--- src/hw/rtl/pcfk_pkg.sv ---
// shared types, constants and tables of the planar chain kinematics block
`default_nettype none
package pcfk_pkg;
  localparam int MaxJoints = 8;
  localparam int CordicSteps = 16;
  localparam int AccW = 40;
  localparam int VecW = 36;
  localparam logic [29:0] GainQ30 = 30'd652032874;

  localparam logic [2:0] REG_JOINTS = 3'd0;

  typedef struct packed {
    logic [2:0] joint_index;
    logic signed [15:0] delta_angle;
    logic apply_now;
  } in_req_t;

  typedef struct packed {
    logic [2:0] out_joint;
    logic signed [19:0] pos_x;
    logic signed [19:0] pos_y;
    logic signed [15:0] own_angle;
    logic last_joint;
  } out_req_t;

  // queue entry: a snapshot of the joint angles to be walked
  typedef struct packed {
    logic [MaxJoints-1:0][15:0] angles;
    logic [3:0] count;
  } job_t;

  function automatic logic signed [33:0] atan_at(input logic [4:0] i);
    logic signed [33:0] r;
    case (i)
      5'd0: r = 34'sh20000000;  5'd1: r = 34'sh12E4051E;
      5'd2: r = 34'sh09FB385B;  5'd3: r = 34'sh051111D4;
      5'd4: r = 34'sh028B0D43;  5'd5: r = 34'sh0145D7E1;
      5'd6: r = 34'sh00A2F61E;  5'd7: r = 34'sh00517C55;
      5'd8: r = 34'sh0028BE53;  5'd9: r = 34'sh00145F2F;
      5'd10: r = 34'sh000A2F98; 5'd11: r = 34'sh000517CC;
      5'd12: r = 34'sh00028BE6; 5'd13: r = 34'sh000145F3;
      5'd14: r = 34'sh0000A2FA; 5'd15: r = 34'sh0000517D;
      5'd16: r = 34'sh000028BE; 5'd17: r = 34'sh0000145F;
      5'd18: r = 34'sh00000A30; 5'd19: r = 34'sh00000518;
      5'd20: r = 34'sh0000028C; 5'd21: r = 34'sh00000146;
      5'd22: r = 34'sh000000A3; 5'd23: r = 34'sh00000051;
      default: r = 34'sh0;
    endcase
    return r;
  endfunction

  function automatic logic signed [19:0] to_pos(input logic signed [AccW-1:0] acc);
    logic signed [AccW-1:0] r;
    logic signed [AccW-9:0] v;
    r = acc + AccW'(128);
    v = r[AccW-1:8];
    if (v > (AccW-8)'(524287)) return 20'sh7FFFF;
    if (v < -(AccW-8)'(524288)) return 20'sh80000;
    return v[19:0];
  endfunction
endpackage
`default_nettype wire

--- src/hw/rtl/pcfk_front.sv ---
// front end: angle store and job issue
`default_nettype none
module pcfk_front (
  input  wire logic clk,
  input  wire logic rst,
  input  wire pcfk_pkg::in_req_t in_data,
  input  wire logic in_valid,
  output logic in_ready,
  input  wire logic [3:0] joints_in_use,
  output pcfk_pkg::job_t job,
  output logic job_valid,
  input  wire logic job_ready
);
  logic [pcfk_pkg::MaxJoints-1:0][15:0] angles;
  logic [pcfk_pkg::MaxJoints-1:0][15:0] angles_next;
  logic [3:0] n;

  assign in_ready = !job_valid || job_ready;

  always_comb begin
    angles_next = angles;
    angles_next[in_data.joint_index] = angles[in_data.joint_index] + in_data.delta_angle;
    if (joints_in_use < 4'd2) n = 4'd2;
    else if (joints_in_use > 4'(pcfk_pkg::MaxJoints)) n = 4'(pcfk_pkg::MaxJoints);
    else n = joints_in_use;
  end

  always_ff @(posedge clk) begin
    if (rst) begin
      angles <= '0;
      job_valid <= 1'b0;
    end else begin
      if (job_valid && job_ready) job_valid <= 1'b0;
      if (in_valid && in_ready) begin
        angles <= angles_next;
        if (in_data.apply_now) begin
          job_valid <= 1'b1;
          job.angles <= angles_next;
          job.count <= n;
        end
      end
    end
  end
endmodule
`default_nettype wire

--- src/hw/rtl/pcfk_back.sv ---
// back end: iterative cordic walk of the chain
`default_nettype none
module pcfk_back (
  input  wire logic clk,
  input  wire logic rst,
  input  wire pcfk_pkg::job_t job,
  input  wire logic job_valid,
  output logic job_ready,
  input  wire logic [7:1][15:0] link_len,
  output pcfk_pkg::out_req_t out_data,
  output logic out_valid,
  input  wire logic out_ready
);
  localparam logic [1:0] S_IDLE = 2'd0, S_LOAD = 2'd1, S_ROT = 2'd2, S_EMIT = 2'd3;
  logic [1:0] state;
  pcfk_pkg::job_t cur;
  logic [2:0] k;
  logic [4:0] step;
  logic [15:0] sum;
  logic [45:0] prod;
  logic signed [pcfk_pkg::VecW-1:0] x, y;
  logic signed [33:0] z;
  logic signed [pcfk_pkg::AccW-1:0] accx, accy;
  logic signed [33:0] zs;
  logic signed [pcfk_pkg::VecW-1:0] x0;

  assign job_ready = state == S_IDLE;

  always_comb begin
    prod = 46'(link_len[k]) * 46'(pcfk_pkg::GainQ30) + 46'(1 << 21);
    x0 = pcfk_pkg::VecW'(prod[45:22]);
    zs = {{2{sum[15]}}, sum, 16'h0};
  end

  always_ff @(posedge clk) begin
    if (rst) begin
      state <= S_IDLE;
      out_valid <= 1'b0;
    end else begin
      if (out_valid && out_ready) out_valid <= 1'b0;
      case (state)
        S_IDLE: if (job_valid) begin
          cur <= job;
          k <= 3'd0;
          sum <= 16'h0;
          accx <= '0;
          accy <= '0;
          state <= S_EMIT;
        end
        S_LOAD: begin
          y <= '0;
          step <= 5'd0;
          if (zs > 34'sh40000000) begin
            z <= zs - 34'sh80000000; x <= -x0;
          end else if (zs < -34'sh40000000) begin
            z <= zs + 34'sh80000000; x <= -x0;
          end else begin
            z <= zs; x <= x0;
          end
          state <= S_ROT;
        end
        S_ROT: begin
          if (!z[33]) begin
            x <= x - (y >>> step); y <= y + (x >>> step); z <= z - pcfk_pkg::atan_at(step);
          end else begin
            x <= x + (y >>> step); y <= y - (x >>> step); z <= z + pcfk_pkg::atan_at(step);
          end
          if (step == 5'(pcfk_pkg::CordicSteps - 1)) begin
            state <= S_EMIT;
          end
          step <= step + 5'd1;
        end
        S_EMIT: if (!out_valid || out_ready) begin
          logic signed [pcfk_pkg::AccW-1:0] ax, ay;
          ax = accx;
          ay = accy;
          if (k != 3'd0) begin
            ax = accx + pcfk_pkg::AccW'(x);
            ay = accy + pcfk_pkg::AccW'(y);
          end
          accx <= ax;
          accy <= ay;
          out_valid <= 1'b1;
          out_data.out_joint <= k;
          out_data.pos_x <= pcfk_pkg::to_pos(ax);
          out_data.pos_y <= pcfk_pkg::to_pos(ay);
          out_data.own_angle <= cur.angles[k];
          out_data.last_joint <= 4'(k) == cur.count - 4'd1;
          sum <= sum + cur.angles[k];
          k <= k + 3'd1;
          state <= (4'(k) == cur.count - 4'd1) ? S_IDLE : S_LOAD;
        end
        default: state <= S_IDLE;
      endcase
    end
  end
endmodule
`default_nettype wire

--- src/hw/rtl/planar_chain_forward_kinematics.sv ---
// Planar chain forward kinematics, top level. A request adds a delta to one
// stored joint angle when it is taken; a request with apply_now also queues
// a walk of the chain that returns one result per joint in use, clamped to
// 2..8. The back end runs one CORDIC iteration a cycle; each link takes a
// load, 16 iterations and an emit, while joint 0 is emitted with no load;
// output stalls add to both. The back end returns to idle as it emits its last
// result and takes the next walk from idle. The front end keeps accepting
// requests while a walk runs and holds one pending walk; with a walk pending
// and the back end busy, the input is stalled.
`default_nettype none
module planar_chain_forward_kinematics (
  input  wire logic clk,
  input  wire logic rst,
  input  wire pcfk_pkg::in_req_t in_data,
  input  wire logic in_valid,
  output logic in_ready,
  output pcfk_pkg::out_req_t out_data,
  output logic out_valid,
  input  wire logic out_ready,
  input  wire logic cfg_we,
  input  wire logic [2:0] cfg_index,
  input  wire logic [15:0] cfg_data
);
  logic [3:0] joints_in_use;
  logic [7:1][15:0] link_len;
  pcfk_pkg::job_t job;
  logic job_valid, job_ready;

  always_ff @(posedge clk) begin
    if (rst) begin
      joints_in_use <= 4'd8;
      link_len <= {7{16'd256}};
    end else if (cfg_we) begin
      if (cfg_index == pcfk_pkg::REG_JOINTS) joints_in_use <= cfg_data[3:0];
      else link_len[cfg_index] <= cfg_data;
    end
  end

  pcfk_front u_front (.clk, .rst, .in_data, .in_valid, .in_ready, .joints_in_use,
    .job, .job_valid, .job_ready);
  pcfk_back u_back (.clk, .rst, .job, .job_valid, .job_ready, .link_len,
    .out_data, .out_valid, .out_ready);
endmodule
`default_nettype wire

--- config.mk ---
export PLATFORM = sky130hd
export DESIGN_NAME = planar_chain_forward_kinematics
export DESIGN_NICKNAME = d
export VERILOG_FILES = /design/src/hw/rtl/pcfk_pkg.sv /design/src/hw/rtl/pcfk_front.sv /design/src/hw/rtl/pcfk_back.sv /design/src/hw/rtl/planar_chain_forward_kinematics.sv
export SDC_FILE = /design/constraint.sdc
export NUM_CORES = 2
export LEC_CHECK = 0
export BUFFER_PORTS_ARGS = -buffer_cell sky130_fd_sc_hd__buf_2
export CORE_MARGIN = 3
export CORE_UTILIZATION = 41
export DETAILED_ROUTE_END_ITERATION = 6
export MAX_ROUTING_LAYER = met4
export RECOVER_POWER = 50
export SETUP_SLACK_MARGIN = 0.4
export SKIP_CTS_REPAIR_TIMING = 1
export SYNTH_ARGS = -nofsm -noshare
export SYNTH_HDL_FRONTEND = slang
export SYNTH_HIERARCHICAL = 1
export SYNTH_SLANG_ARGS = --single-unit
--- constraint.sdc ---
create_clock -name clk -period 9.9 [get_ports clk]
set_input_delay 0.495 -clock clk [delete_from_list [all_inputs] [get_ports clk]]
set_output_delay 0.495 -clock clk [all_outputs]
set_load 0.02 [all_outputs]
==> flow_summary.yaml <==
run_status:
  status: "finished, violations left"
  violations: "max-capacitance violations, max-slew violations"
routing:
  drc: 0
  wl_microns: 178300
  vias: 49560
  viasPerCell: 5.765
  initialDrtViolationCount: 3997
  ant_nets: 0
  met1Wirelength_microns: 78740
  met2WireLength_microns: 85190
  dr.pass1.iters: 6
  wl_met3_microns: 8557
  wire_per_inst_microns: 20.74
  dr.max_layer_used: "met4"
logic_synthesis:
  synth_top_cell_by_area: "edfxtp_1"
  synthArstFlopShare: 0
  synth_edf_count: 534
  synth_area_leaders: "edfxtp_1 (26%), dfxtp_1 (8.9%), ha_1 (8.0%)"
  yosys_most_used_dff: "edfxtp_1"
  synth_cells: 6513
  synthTopCellsByCount: "nand2_1 (679), edfxtp_1 (534), nor2_1 (477), a21oi_1 (455), ha_1 (398)"
  synth_cell_types: 122
  yosysTopAreaCellShare: 0.2565
  synth.most_common_cell: "nand2_1"
  synth_seq_cells: 812
  synth_nets: 7130
  yosys_warnings: 6
  syn_area_sq_mm: 0.06252
  postSynthAreaPerCell_sq_um: 9.599
  yosysSeqAreaShare: 0.3455
clock_network:
  clock_path_buffers: 3
  clkTransAtPathRegs_ns: 0.06
  clock-sinks: 812
  cts_tree: "done"
  numCtsBuffers: 94
  cts-htree-levels: 3
  cts-root-buf: "clkbuf_16"
  insertion_delay_ns: 0.72
critical_path:
  crit_path_top_delay_cell: "fa_1"
  critPathMostFrequentCell: "fa_1"
  reg2reg_from: "u_back/k[0]"
  crit_family: "adder cells"
  arrival_ns: 9.62
  cp_max_fo: 15
  rrSetupSlack_ns: 0.55
  crit_buf_inv: 10
  endpoint_kind: "flip-flop"
  critical_path.max_stage_delay_ns: 0.56
  worstRegToRegCells: 35
  worst_setup_path_start_kind: "flip-flop"
  crit_type: "flip-flop to flip-flop"
  worst-path-stages: 35
  reg2reg_to: "u_back/x[21]"
  crit_required_ns: 10.17
sta:
  rsz0062_at_grt: "false"
  fin_crit_ns: 9.349
  min_period_over_period: 0.9444
  max_slew_margin: -1.620
  worstMarginPinSlew_ns: 3.930
  timing_hold_violations_final: 0
  max_freq_mhz: 107.0
  drv_slew: 800
  hold_ws_ns: 0.1354
  finClkSkew_ns: 0.09184
  tns_ns: 0
  setup_viol: 0
power:
  leakagePower_nw: 27.73
  vdd_drop_max_mv: 0.1692
  pwr_density_cell_mw_per_mm2: 342.2
layout:
  postLayoutCoreUtil: 0.4564
  final_area_sq_mm: 0.06876
  drive_above_1_share: 0.1021
  layout.nets: 7116
  syn2layout_area_growth_pct: 9.987
global_routing:
  grt_pass1_wl_microns: 278400
  grt_overflow_total: 0
  grt_pass1_vias: 48010
  antenna_found_initial: 2
  grt.total_usage: 0.2273
  grt_max_degree: 82
hold_path:
  worstHoldPathCells: 3
  min_from: "in_valid"
  min_to: "u_front/job_valid"
  hp-class: "primary input to flip-flop"
floorplan:
  dieHeight_microns: 396.5
  dieArea_sq_mm: 0.1572
  die_w_microns: 396.5
  fp-row-count: 142
  pin_count: 106
  start_util: 0.4150
  core-area_sq_mm: 0.1507
placement:
  placed_cell_area_sq_mm: 0.06497
  place.gp.congestion: 0.9450
  portBuffers: 105
  dp_hpwl_microns: 130300
run:
  cap_violations: 14
==> placed cells by master, fill, tap and decap left out, types with 53 or more instances in the layout <==
cell / synthesis / routed
clkbuf_16: 0 / 96
xnor2_1: 198 / 194
inv_1: 394 / 386
nand2b_1: 177 / 174
clkbuf_1: 239 / 91
buf_4: 9 / 108
fa_1: 175 / 173
a211oi_1: 72 / 70
xor2_1: 147 / 146
ha_1: 398 / 386
dfxtp_1: 278 / 278
edfxtp_1: 534 / 534
a21o_1: 139 / 139
o21ai_0: 338 / 331
nor3_1: 144 / 142
a31oi_1: 58 / 58
mux4_2: 149 / 149
mux2i_1: 212 / 211
nor2_1: 477 / 473
o21a_1: 56 / 53
and2_1: 78 / 77
nand2_1: 679 / 676
and3_1: 80 / 79
a21oi_1: 455 / 451
nand3_1: 105 / 101
==> worst max-delay path by stage <==
stage	endpoint	start	slack, ns
finish	u_back/x[21]	u_back/k[0]	0.55
global route	u_back/x[20]	u_back/k[0]	0.24
CTS	u_back/x[25]	u_back/k[0]	0.05
detailed placement	u_back/x[31]	u_back/k[0]	0.17
global placement	u_back/x[22]	u_back/k[0]	0.32
floorplan	u_back/x[22]	u_back/k[0]	0.43
==> sequential cells by signal (all words and copies together) (netlist names), named ones only <==
register and count:
u_back/out_valid 1, u_back/out_data 60, u_front/job 132, joints_in_use 4
u_front/job_valid 1, u_back/state 2, u_back/x 36, u_back/sum 16
u_back/step 5, u_back/accx 40, u_back/z 34, u_back/accy 40
u_front/angles 128, u_back/cur 132, u_back/y 36, u_back/k 3
link_len 112
==> metal layers <==
| metal | vias up | GRT usage |
|---|---|---|
| met5 | - | - |
| li1 | 23680 | - |
| met2 | 1393 | 0.3738 |
| met1 | 24170 | 0.2942 |
| met4 | 0 | 0.06904 |
| met3 | 317 | 0.02717 |
==> worst reg2reg max path, delay by kind of cell, from the launching register on <==
kind	cells	cell delay (ns)
and+or+nand+nor	4	0.54
muxes	2	0.49
xor gates and xnor gates	2	0.34
adders and majority gates	7	3.45
DFF	1	0.42
AOI/OAI and AO/OA	10	2.30
buffers and inverters	10	1.37
==> logic make-up (layout without fill, tap and decap cells) <==
group                    Yosys count  count (layout)  synth area share
buffers and inverters            743             810           0.04715
XOR/XNOR                         348             348           0.04911
AO/OA/AOI/OAI                   1558            1558            0.1643
AND/OR/NAND/NOR                 2059            2059            0.1599
flip-flops                       812             812            0.3455
adder cells (fa/ha/maj)          573             573            0.1357
other                              0               1                 0
multiplexers                     420             420           0.09830
==> report_power, final <==
group	internal [mW]	switching (mW)	leakage, nW
Combinational	5.96	8.84	18.9
Sequential	4.45	0.612	7.23
Clock	2.17	1.49	1.57
Total	12.6	10.9	27.7
==> per-stage QoR <==
step | total power, mW | worst slack, ns | instances
6_report | 23.53 | 0.5506 | 8597
5_1_grt | 25.50 | 0.2384 | 8597
4_1_cts | 23.32 | 0.05069 | 8566
3_5_place_dp | 19.51 | 0.1722 | 8389
3_3_place_gp | 19.36 | 0.3241 | 8389
2_1_floorplan | 16.08 | 0.4326 | 6513
==> cell type report <==
| cell class | instances | area, sq um |
|---|---|---|
| fill | 14440 | 81900 |
| multi-input combinational | 4958 | 38410 |
| clock inverter | 62 | 782.0 |
| timing repair buffer | 233 | 1438 |
| sequential | 812 | 21600 |
| tap | 2016 | 2522 |
| antenna | 1 | 2.502 |
| inverter | 400 | 1513 |
| clock buffer | 115 | 2492 |
Note: power is estimated with default switching activity, not from simulation.
